**src/hdl/note_envelope_controller_top_defines.svh**
```systemverilog
// Assertion macros for the note envelope controller.
`ifndef NOTE_ENVELOPE_CONTROLLER_TOP_DEFINES_SVH
`define NOTE_ENVELOPE_CONTROLLER_TOP_DEFINES_SVH
`ifndef SYNTHESIS
// Same-cycle implication, checked outside reset.
`define NEC_ASSERT_IMP(label, clk, rst, ant, cons) \
   label: assert property (@(posedge clk) disable iff (rst) (ant) |-> (cons)) \
      else $error("note envelope controller: same-cycle check failed");
// Next-cycle implication, checked outside reset.
`define NEC_ASSERT_NEXT(label, clk, rst, ant, cons) \
   label: assert property (@(posedge clk) disable iff (rst) (ant) |=> (cons)) \
      else $error("note envelope controller: next-cycle check failed");
`else
`define NEC_ASSERT_IMP(label, clk, rst, ant, cons)
`define NEC_ASSERT_NEXT(label, clk, rst, ant, cons)
`endif
`endif

```
**src/hdl/nec_pkg.sv**
```systemverilog
`timescale 1ns / 1ps
package nec_pkg;

   localparam int unsigned BasePeriodWidth  = 22;
   localparam int unsigned LevelWidth       = 16;
   localparam int unsigned AttackDurWidth   = 24;
   localparam int unsigned ReleaseDurWidth  = 32;
   localparam int unsigned TimeWidth        = 32;
   localparam int unsigned VelocityWidth    = 7;
   localparam int unsigned BendWidth        = 16;
   localparam int unsigned OffsetWidth      = 24;
   localparam int unsigned PeriodWidth      = 25;
   localparam int unsigned ProductWidth     = AttackDurWidth + VelocityWidth;
   localparam int unsigned OpWidth          = 3;

   localparam int unsigned ReqDataWidth     = 80;
   localparam int unsigned RspDataWidth     = 48;
   localparam int unsigned CsrAddrWidth     = 5;
   localparam int unsigned CsrDataWidth     = 32;

   localparam logic [BasePeriodWidth-1:0] BasePeriodReset  = 22'd56818;
   localparam logic [LevelWidth-1:0]      AttackLevelReset = 16'd1000;
   localparam logic [LevelWidth-1:0]      SustainLevelReset = 16'd417;
   localparam logic [LevelWidth-1:0]      ReleaseLevelReset = 16'd1000;
   localparam logic [AttackDurWidth-1:0]  AttackDurReset   = 24'd30000;
   localparam logic [ReleaseDurWidth-1:0] ReleaseDurReset  = 32'd15000;

   // Full velocity; start scales the attack time by velocity / VelFull.
   localparam int unsigned VelFull = 127;

   typedef enum logic [OpWidth-1:0] {
      OP_UPDATE     = 3'd0,
      OP_START      = 3'd1,
      OP_STOP       = 3'd2,
      OP_BEND       = 3'd3,
      OP_SET_OFFSET = 3'd4
   } op_type;

   typedef enum logic [2:0] {
      REG_BASE_PERIOD  = 3'd0,
      REG_ATTACK_LEVEL = 3'd1,
      REG_SUSTAIN_LEVEL = 3'd2,
      REG_RELEASE_LEVEL = 3'd3,
      REG_ATTACK_DUR   = 3'd4,
      REG_RELEASE_DUR  = 3'd5
   } reg_index_type;

   typedef struct packed {
      logic                          started;
      logic signed [PeriodWidth-1:0] period;
      logic                          drive_valid;
      logic                          inverted;
      logic [LevelWidth-1:0]         amplitude;
   } result_type;

endpackage

```
**src/hdl/note_envelope_controller_top.sv**
```systemverilog
`timescale 1ns / 1ps
// A word accepted on req_ goes to the result register behind rsp_, or to the skid entry.
// Throughput: one word per cycle; a two-entry output stage keeps req_tready high
// while a single finished result waits, so input stalls only when both entries are full.
// Reset: synchronous, active high; clears phase, timers, offset and output stage,
// and loads register defaults.
`include "note_envelope_controller_top_defines.svh"
module note_envelope_controller_top (
   input  logic                               clock,
   input  logic                               reset,
   // req_tdata: now_us[31:0], velocity[38:32], bend[54:39], offset[78:55], zero pad
   input  logic                               req_tvalid,
   output logic                               req_tready,
   input  logic [nec_pkg::ReqDataWidth-1:0]   req_tdata,
   // req_tuser: operation[2:0]
   input  logic [nec_pkg::OpWidth-1:0]        req_tuser,
   // rsp_tdata: amplitude[15:0], inverted[16], period[41:17], started[42], zero pad
   output logic                               rsp_tvalid,
   input  logic                               rsp_tready,
   output logic [nec_pkg::RspDataWidth-1:0]   rsp_tdata,
   // rsp_tuser: drive_valid[0]
   output logic                               rsp_tuser,
   input  logic                               csr_psel,
   input  logic                               csr_penable,
   input  logic                               csr_pwrite,
   input  logic [nec_pkg::CsrAddrWidth-1:0]   csr_paddr,
   input  logic [nec_pkg::CsrDataWidth-1:0]   csr_pwdata,
   output logic [nec_pkg::CsrDataWidth-1:0]   csr_prdata,
   output logic                               csr_pready
);
   import nec_pkg::*;

   typedef enum logic [1:0] {
      PH_IDLE    = 2'd0,
      PH_ATTACK  = 2'd1,
      PH_SUSTAIN = 2'd2,
      PH_RELEASE = 2'd3
   } phase_type;

   // Configuration registers
   logic [BasePeriodWidth-1:0] base_period_ff;
   logic [LevelWidth-1:0]      attack_level_ff;
   logic [LevelWidth-1:0]      sustain_level_ff;
   logic [LevelWidth-1:0]      release_level_ff;
   logic [AttackDurWidth-1:0]  attack_dur_ff;
   logic [ReleaseDurWidth-1:0] release_dur_ff;

   // Envelope state; attack_prod holds attack_duration * velocity, the scaled
   // attack time being attack_prod / 127 rounded down.
   phase_type                         phase_ff, phase_in;
   logic [TimeWidth-1:0]              start_time_ff, start_time_in;
   logic [ProductWidth-1:0]           attack_prod_ff, attack_prod_in;
   logic signed [OffsetWidth-1:0]     offset_ff, offset_in;

   // Output stage: result register plus skid entry
   logic       out_valid_ff;
   result_type out_data_ff;
   logic       skid_valid_ff;
   result_type skid_data_ff;

   // Input word fields
   op_type                        op;
   logic [TimeWidth-1:0]          now_us;
   logic [VelocityWidth-1:0]      velocity;
   logic signed [BendWidth-1:0]   bend;
   logic signed [OffsetWidth-1:0] offset;

   logic                          req_accept;
   logic                          csr_write;
   reg_index_type                 csr_index;

   logic [TimeWidth-1:0]          elapsed;
   logic [AttackDurWidth-1:0]     elapsed_low;
   logic [ProductWidth:0]         elapsed_scaled;
   logic                          attack_done;
   logic                          release_done;
   logic signed [BendWidth-1:0]   bend_half;
   result_type                    result;

   assign op       = op_type'(req_tuser);
   assign now_us   = req_tdata[31:0];
   assign velocity = req_tdata[38:32];
   assign bend     = req_tdata[54:39];
   assign offset   = req_tdata[78:55];

   assign req_tready = !skid_valid_ff;
   assign req_accept = req_tvalid && req_tready;

   assign csr_pready = 1'b1;
   assign csr_write  = csr_psel && csr_penable && csr_pwrite && csr_pready;
   assign csr_index  = reg_index_type'(csr_paddr[4:2]);

   // Attack runs out once floor(prod / 127) <= elapsed, i.e. prod <= 127 * elapsed + 126.
   // Any elapsed time of 2^24 or more exceeds every scaled attack time.
   assign elapsed        = now_us - start_time_ff;
   assign elapsed_low    = elapsed[AttackDurWidth-1:0];
   assign elapsed_scaled = {1'b0, elapsed_low, {VelocityWidth{1'b0}}}
                         - {{(VelocityWidth+1){1'b0}}, elapsed_low}
                         + (ProductWidth+1)'(VelFull - 1);
   assign attack_done    = (elapsed[TimeWidth-1:AttackDurWidth] != '0)
                         || (elapsed_scaled >= {1'b0, attack_prod_ff});
   assign release_done   = elapsed >= release_dur_ff;

   // Halve the bend toward zero: add one to negative values before the shift.
   assign bend_half = (bend + $signed(BendWidth'(bend[BendWidth-1]))) >>> 1;

   always_comb begin
      phase_in       = phase_ff;
      start_time_in  = start_time_ff;
      attack_prod_in = attack_prod_ff;
      offset_in      = offset_ff;
      result         = '0;

      unique case (op)
         OP_UPDATE: begin
            result.drive_valid = 1'b1;
            unique case (phase_ff)
               PH_ATTACK: begin
                  result.amplitude = attack_level_ff;
                  if (attack_done) begin
                     phase_in = PH_SUSTAIN;
                  end
               end
               PH_SUSTAIN: begin
                  result.amplitude = sustain_level_ff;
               end
               PH_RELEASE: begin
                  result.amplitude = release_level_ff;
                  result.inverted  = 1'b1;
                  if (release_done) begin
                     phase_in = PH_IDLE;
                  end
               end
               default: begin
               end
            endcase
         end
         OP_START: begin
            start_time_in  = now_us;
            attack_prod_in = ProductWidth'(attack_dur_ff * velocity);
            phase_in       = PH_ATTACK;
         end
         OP_STOP: begin
            if (phase_ff != PH_IDLE) begin
               start_time_in = now_us;
               phase_in      = PH_RELEASE;
            end
         end
         OP_BEND: begin
            offset_in = OffsetWidth'(bend_half);
         end
         OP_SET_OFFSET: begin
            offset_in = offset;
         end
         default: begin
            // Unknown operations leave the state alone.
         end
      endcase

      result.period  = $signed({{(PeriodWidth-BasePeriodWidth){1'b0}}, base_period_ff})
                     + PeriodWidth'(offset_in);
      result.started = (phase_in != PH_IDLE);
   end

   // Hold state and the output stage; advance state on every accepted word.
   always_ff @(posedge clock) begin
      if (reset) begin
         phase_ff       <= PH_IDLE;
         start_time_ff  <= '0;
         attack_prod_ff <= '0;
         offset_ff      <= '0;
         out_valid_ff   <= 1'b0;
         skid_valid_ff  <= 1'b0;
      end else begin
         if (req_accept) begin
            phase_ff       <= phase_in;
            start_time_ff  <= start_time_in;
            attack_prod_ff <= attack_prod_in;
            offset_ff      <= offset_in;
            if (out_valid_ff && !rsp_tready) begin
               // Result register still waits: park the new word in the skid entry.
               skid_valid_ff <= 1'b1;
               skid_data_ff  <= result;
            end else begin
               out_valid_ff <= 1'b1;
               out_data_ff  <= result;
            end
         end else if (!out_valid_ff || rsp_tready) begin
            // Drain the skid entry into the result register.
            out_valid_ff  <= skid_valid_ff;
            out_data_ff   <= skid_data_ff;
            skid_valid_ff <= 1'b0;
         end
      end
   end

   // Configuration writes
   always_ff @(posedge clock) begin
      if (reset) begin
         base_period_ff   <= BasePeriodReset;
         attack_level_ff  <= AttackLevelReset;
         sustain_level_ff <= SustainLevelReset;
         release_level_ff <= ReleaseLevelReset;
         attack_dur_ff    <= AttackDurReset;
         release_dur_ff   <= ReleaseDurReset;
      end else if (csr_write) begin
         unique case (csr_index)
            REG_BASE_PERIOD:   base_period_ff   <= csr_pwdata[BasePeriodWidth-1:0];
            REG_ATTACK_LEVEL:  attack_level_ff  <= csr_pwdata[LevelWidth-1:0];
            REG_SUSTAIN_LEVEL: sustain_level_ff <= csr_pwdata[LevelWidth-1:0];
            REG_RELEASE_LEVEL: release_level_ff <= csr_pwdata[LevelWidth-1:0];
            REG_ATTACK_DUR:    attack_dur_ff    <= csr_pwdata[AttackDurWidth-1:0];
            REG_RELEASE_DUR:   release_dur_ff   <= csr_pwdata[ReleaseDurWidth-1:0];
            default: begin
               // Drop writes beyond the register list.
            end
         endcase
      end
   end

   // Register readback
   always_comb begin
      unique case (csr_index)
         REG_BASE_PERIOD:   csr_prdata = CsrDataWidth'(base_period_ff);
         REG_ATTACK_LEVEL:  csr_prdata = CsrDataWidth'(attack_level_ff);
         REG_SUSTAIN_LEVEL: csr_prdata = CsrDataWidth'(sustain_level_ff);
         REG_RELEASE_LEVEL: csr_prdata = CsrDataWidth'(release_level_ff);
         REG_ATTACK_DUR:    csr_prdata = CsrDataWidth'(attack_dur_ff);
         REG_RELEASE_DUR:   csr_prdata = release_dur_ff;
         default:           csr_prdata = '0;
      endcase
   end

   assign rsp_tvalid = out_valid_ff;
   assign rsp_tuser  = out_data_ff.drive_valid;
   assign rsp_tdata  = {{(RspDataWidth-43){1'b0}}, out_data_ff.started, out_data_ff.period,
                        out_data_ff.inverted, out_data_ff.amplitude};

   // The skid entry fills only behind a waiting result.
   `NEC_ASSERT_IMP(skid_behind_out, clock, reset, skid_valid_ff, out_valid_ff)
   // An accepted word always leaves a result pending.
   `NEC_ASSERT_NEXT(accept_gives_result, clock, reset, req_accept, out_valid_ff)
   // A start enters attack from any phase.
   `NEC_ASSERT_NEXT(start_enters_attack, clock, reset, req_accept && (op == OP_START),
                    phase_ff == PH_ATTACK)

endmodule

```
**config.mk**
```make
export PLATFORM = sky130hd
export DESIGN_NAME = note_envelope_controller_top
export DESIGN_NICKNAME = d
export VERILOG_FILES = /design/src/hdl/nec_pkg.sv /design/src/hdl/note_envelope_controller_top.sv
export VERILOG_INCLUDE_DIRS = /design/src /design/src/hdl
export SDC_FILE = /design/constraint.sdc
export NUM_CORES = 1
export LEC_CHECK = 0
export BUFFER_PORTS_ARGS = -buffer_cell sky130_fd_sc_hd__buf_2
export CAP_MARGIN = 20
export CORE_MARGIN = 10
export CORE_UTILIZATION = 66
export CTS_BUF_LIST = sky130_fd_sc_hd__clkbuf_16
export DETAILED_ROUTE_END_ITERATION = 8
export PLACE_DENSITY = 0.94
export SETUP_SLACK_MARGIN = 0.2
export SLEW_MARGIN = 20
export SYNTH_ARGS = -nofsm -noshare
export SYNTH_HDL_FRONTEND = slang
export SYNTH_SLANG_ARGS = --single-unit
```
**constraint.sdc**
```tcl
create_clock -name clock -period 11.8 [get_ports clock]
set_input_delay 2.36 -clock clock [delete_from_list [all_inputs] [get_ports clock]]
set_output_delay 2.36 -clock clock [all_outputs]
set_load 0.02 [all_outputs]
```
==> qor.yml, run 1 <==
status:
  outcome: "complete, no violations"
synth:
  yosys.cell_count.top_type: "nand2_1"
  synth_ff_type: "dfxtp_1"
  synthCells: 2828
  yosysTopAreaCellShare: 0.1865
  ys_types: 89
  seq_area_frac_synth: 0.3000
  synth_top_area_cell: "dfxtp_1"
  synth_common_cells: "605 x nand2_1, 255 x a21oi_1, 240 x inv_1, 217 x dfxtp_1, 186 x ha_1"
  async_flop_share: 0
  synth.area.top_cells: "dfxtp_1 19%, edfxtp_1 11%, ha_1 10%"
  ys_warn_count: 0
  avgSynthCellArea_um2: 8.235
  syn_area_um2: 23290
  ys_ff_latch: 305
  synth-edff-count: 88
drt:
  wl_per_cell_um: 20.92
  wl_um: 71580
  drc: 0
  drt-vias-per-instance: 6.352
  vias: 21730
  drt-pass1-iter-count: 7
  ant_nets: 0
  first_iter_violations: 2360
timing:
  skew_ns: 0.008677
  final.min_clock_period_ns: 9.177
  maxSlewHeadroom: 0.2730
  slew_viol_final: 0
  max_freq_mhz: 109.0
  hold_violations: 0
  worst_pin_slew_ns: 1.090
  setup_violations: 0
  rsz0062_at_grt: "no"
  period_share: 0.7777
  setup_tns_ns: 0
die:
  die_h_um: 207.8
  io_pins: 211
  rows: 68
  die_x_um: 207.8
  core_um2: 34710
  die-area_um2: 43200
  initial_core_util: 0.6709
placement:
  gp_congestion: 0.9799
  dpl.hpwl_um: 52990
  io_buffer_count: 201
clocking:
  cts_buffers: 34
  postCtsSetupRepairBufs: 0
  cts_tree: "yes"
  cts_buffer_depth: 3
  cts_resized: 0
  clockRootBuffer: "clkbuf_16"
  cts_hold_repair.buffers: 0
  htreeDepth: 2
  clk-insertion-delay-late_ns: 0.54
  path_clk_slew_ns: 0.06
  clock-sinks: 305
worst_setup_path:
  endpoint_kind: "flip-flop"
  arrival_ns: 9.44
  worst_setup_path_start_kind: "input port"
  crit_required_ns: 12.06
  crit_buf_inv: 4
  worstPathMaxFanout: 5
  worst-setup-path-type: "input port to flip-flop"
  crit_path_top_delay_cell: "a2111oi_0"
  critPathMaxStageDelay_ns: 0.65
  critical_path.top_delay_family: "compound AO/OA/AOI/OAI gates"
grt:
  grt_pass1_wl_um: 113900
  grt_usage: 0.3188
  grt_overflow: 0
  grt_pass1_vias: 21660
  grt_max_degree: 129
  antenna_found_initial: 5
power:
  power_density_nw_per_um2: 129.2
  vdd_ir_drop_max_v: 0.0001341
  fin_total_pwr_uw: 3305
  p_leak_uw: 0.01148
final_layout:
  fillCellCount: 2482
  final-seq-area_um2: 6987
  drive_above_1_share: 0.1081
  area_growth_pct: 9.837
  multi_input_area_um2: 14850
  nNetsFinal: 3357
worst_hold_path:
  min_path_type: "flip-flop to flip-flop"
run:
  drv_cap: 0
[final cells by class]
type / instances / area share
diodes: 7 / 0.0006848
clock buffers: 35 / 0.03424
clock inverters: 27 / 0.008609
inverters: 242 / 0.03551
multi-input cells: 2132 / 0.5806
flip-flops and latches: 305 / 0.2731
well taps: 455 / 0.02226
repair buffers: 218 / 0.04500
[flip-flops by register name, summed over array words and instances, names as in the netlist, 22 cells and up]
name and cells:
attack_dur_ff 24, rsp_tdata 43, start_time_ff 32, offset_ff 24, skid_data_ff 44, attack_prod_ff 31, base_period_ff 22, release_dur_ff 32
[worst register-to-register path, delay by kind of cell (launching register included)]
family	cells	cell delay [ns]
compound gates	18	4.02
simple gates	6	1.28
fa+ha+maj	3	1.06
xor+xnor	2	0.51
flops	1	0.34
buf+inv	2	0.14
[routing by layer]
layer,share of wire,global-route usage,wire length (um),up-vias
met1,0.37,0.3864,26680,10350
met5,0.00036,0,26,-
li1,-,-,-,9833
met4,0.052,0.1681,3731,4
met3,0.10,0.06047,7173,258
met2,0.47,0.5283,33970,1286
[final timing paths]
check	start	end	slack, ns	depth (start not counted)
max reg2reg	start_time_ff[5]	rsp_tdata[42]	4.21	31
min	attack_prod_ff[15]	attack_prod_ff[15]	0.45	2
min reg2reg	attack_prod_ff[15]	attack_prod_ff[15]	0.45	2
max	req_tdata[0]	rsp_tdata[42]	2.62	31
[kinds of logic after synthesis]
logic type | synth area share
other | 0.0003225
adder cells (fa/ha/maj) | 0.1953
buffers and inverters | 0.06506
XOR/XNOR | 0.04013
AO/OA/AOI/OAI | 0.1707
flip-flops | 0.3000
AND/OR/NAND/NOR | 0.2006
multiplexers | 0.02778
[placed cells by master (no fill, tap or decap), types with 45 or more instances in the layout]
master,netlist,routed
nand2_1,605,604
a21oi_1,255,255
inv_1,240,245
dfxtp_1,217,217
buf_2,2,200
ha_1,186,186
nor2_1,167,166
fa_1,111,111
edfxtp_1,88,88
xnor2_1,62,62
a21o_1,62,62
and2_1,57,57
a22oi_1,55,55
mux2i_1,50,50
nand3_1,45,45
[stage by stage]
step	hold slack, ns	util	setup slack [ns]	area [um2]	std cells
floorplan	0.4319	-	3.170	23300	2832
global placement	0.4417	0.7042	2.326	24450	3351
detailed placement	0.4455	0.7043	2.216	24450	3351
CTS	0.4535	0.7358	2.726	25540	3413
global route	0.4665	0.7366	2.061	25570	3417
finish	0.4518	0.7369	2.623	25580	3421
[power breakdown]
part | total [uW] | switching [uW] | internal, uW
Clock | 1070 | 459 | 610
Sequential | 1140 | 18.2 | 1120
Combinational | 1100 | 666 | 434
Total | 3310 | 1140 | 2160
Power figures use the tool's default switching activity.
==> inputs of run 2 (changes only) <==
- ABC_AREA: unset -> 1
- CORE_UTILIZATION: 66 -> 61
- PLACE_DENSITY: 0.94 -> 0.88
- clock period: 11.8 -> 9.14 ns (I/O delays scaled with it)
==> run 2 against run 1 <==
  * Flip-flop and latch count unchanged
  * Worst hold slack better by 0.00093 ns
  * Combinational power up 59%
  * Via count is 2.0% higher
  * Critical path depth rose by 11
  * Utilization decreased by 5.1 points
  * Cell area rose by 1.4%
  * Synthesized cell count increased by 13%
  * Sequential share of layout area down 0.38 points
  * Die area increased by 8.2%
  * Total power up 41%
  * Largest cell class unchanged
  * Largest power group is now combinational logic
==> qor.yml, run 2 <==
synth:
  synth.area.top_cells: "dfxtp_1 18%, nand2_1 11%, edfxtp_1 11%"
  avgSynthCellArea_um2: 7.323
  yosysTopAreaCellShare: 0.1849
  yosys.cell_count.top_type: "nand2_1"
  ys_warn_count: 0
  syn_area_um2: 23490
  seq_area_frac_synth: 0.2974
  ys_ff_latch: 305
  ys_types: 58
  async_flop_share: 0
  synthCells: 3208
  synth_common_cells: "707 x nand2_1, 482 x inv_1, 284 x nor2_1, 268 x o21ai_0, 246 x a21oi_1"
  synth-edff-count: 88
  synth_ff_type: "dfxtp_1"
  synth_top_area_cell: "dfxtp_1"
die:
  core_um2: 37840
  die-area_um2: 46760
  die_x_um: 216.2
  die_h_um: 216.2
  rows: 71
  io_pins: 211
  initial_core_util: 0.6208
final_layout:
  regMostFlops: "skid_data_ff"
  drive_above_1_share: 0.1088
  largest_reg_flops: 44
  nNetsFinal: 3757
  area_growth_pct: 10.41
  layout_common_cells: "707 x nand2_1, 483 x inv_1, 283 x nor2_1, 268 x o21ai_0, 245 x a21oi_1"
  final_common_cell: "nand2_1"
grt:
  grt_overflow: 0
  grt_pass1_vias: 21140
  use_met1: 0.3535
  antenna_found_initial: 3
  grt_most_used_layer: "met2"
  grt_max_degree: 127
  grtUsageMet3: 0.05571
  grt_pass1_wl_um: 108400
  grt_usage: 0.2806
  gr-usage-met2: 0.4578
clocking:
  clock-sinks: 305
  cts_resized: 0
  cts_tree: "yes"
  postCtsSetupRepairBufs: 0
  cts_buffer_depth: 3
  clk-insertion-delay-late_ns: 0.56
  htreeDepth: 2
  cts_hold_repair.buffers: 0
  clockRootBuffer: "clkbuf_16"
  cts_buffers: 34
  path_clk_slew_ns: 0.06
worst_setup_path:
  crit_path_top_delay_cell: "xor2_1"
  crit_buf_inv: 5
  critPathMaxStageDelay_ns: 0.46
  crit_required_ns: 9.44
  worst_setup_path_start_kind: "input port"
  arrival_ns: 7.33
  worstPathMaxFanout: 4
  critical_path.top_delay_family: "simple AND/OR/NAND/NOR gates"
  crit_top_cell: "nand2_1"
  worst-setup-path-type: "input port to flip-flop"
  endpoint_kind: "flip-flop"
timing:
  rsz0062_at_grt: "no"
  skew_ns: 0.02395
  max_freq_mhz: 142.2
  finalWorstSetupSlack_ns: 2.109
  hold_violations: 0
  period_share: 0.7692
  worst_pin_slew_ns: 0.9519
  final.min_clock_period_ns: 7.031
  setup_tns_ns: 0
  maxSlewHeadroom: 0.3631
  setup_violations: 0
  fin_hold_ws_ns: 0.4527
  slew_viol_final: 0
placement:
  pre_cts_ws_ns: 1.691
  io_buffer_count: 201
  gp_congestion: 0.9559
  dpl.hpwl_um: 51400
power:
  p_leak_uw: 0.01278
  vdd_ir_drop_max_v: 0.0001459
  power_density_nw_per_um2: 179.1
drt:
  ant_nets: 0
  drt-vias-per-instance: 5.726
  wl_per_cell_um: 17.32
  wl_um: 67040
  drc: 0
  drt-pass1-iter-count: 6
  first_iter_violations: 2345
  vias: 22160
status:
  outcome: "complete, no violations"
run:
  drv_cap: 0
worst_hold_path:
  min_path_type: "flip-flop to flip-flop"
## run 2: tightest hold or removal path: stages, from the launching register on
cell	delay, ns
dfxtp_1	0.31
inv_1	0.05
a21oi_1	0.05
## run 2: worst paths after layout
path | start | to | slack (ns) | depth (start not counted)
setup / recovery | req_tdata[0] | rsp_tdata[42] | 2.11 | 42
hold / removal | start_time_ff[0] | start_time_ff[0] | 0.45 | 2
setup reg to reg | start_time_ff[0] | rsp_tdata[42] | 3.22 | 40
hold reg to reg | start_time_ff[0] | start_time_ff[0] | 0.45 | 2
## run 2: cells by family after synthesis
kind of cell | after synthesis | synth area share
other | 2 | 0.0003197
adders and majority gates | 297 | 0.1937
DFF | 305 | 0.2974
AOI/OAI and AO/OA | 676 | 0.1622
xor gates and xnor gates | 83 | 0.03190
and+or+nand+nor | 1210 | 0.2119
buffers and inverters | 635 | 0.1026
## run 2: layout make-up
type | count | area [um2]
clock buffers | 36 | 900.9
flip-flops and latches | 305 | 6987
diodes | 4 | 10.01
repair buffers | 217 | 1130
clock inverters | 23 | 237.7
multi-input cells | 2272 | 14140
fillers | 3174 | 11910
well taps | 511 | 639.4
inverters | 503 | 1891
## run 2: per-stage QoR
stage / util / std cells / cell area [um2] / power, uW
after global placement: 0.6550 / 3808 / 24790 / 3192
after global routing: 0.6853 / 3869 / 25930 / 4936
after floorplan: - / 3212 / 23510 / 2806
after detailed placement: 0.6550 / 3808 / 24790 / 3224
final: 0.6854 / 3871 / 25940 / 4647
after CTS: 0.6850 / 3867 / 25920 / 4628
## run 2: per-layer routing
| layer | wire length (um) | part of all wire | up-vias |
|---|---|---|---|
| li1 | - | - | 10660 |
| met1 | 26540 | 0.40 | 10210 |
| met2 | 31120 | 0.46 | 1101 |
| met3 | 6402 | 0.095 | 189 |
| met4 | 2964 | 0.044 | 2 |
| met5 | 12 | 0.00018 | - |
## run 2: power by group
part / leakage, uW / internal, uW / switching (uW)
registers: 0.00259 / 1470 / 26.4
clock network: 0.000557 / 832 / 574
logic: 0.00964 / 627 / 1120
total: 0.0128 / 2930 / 1720
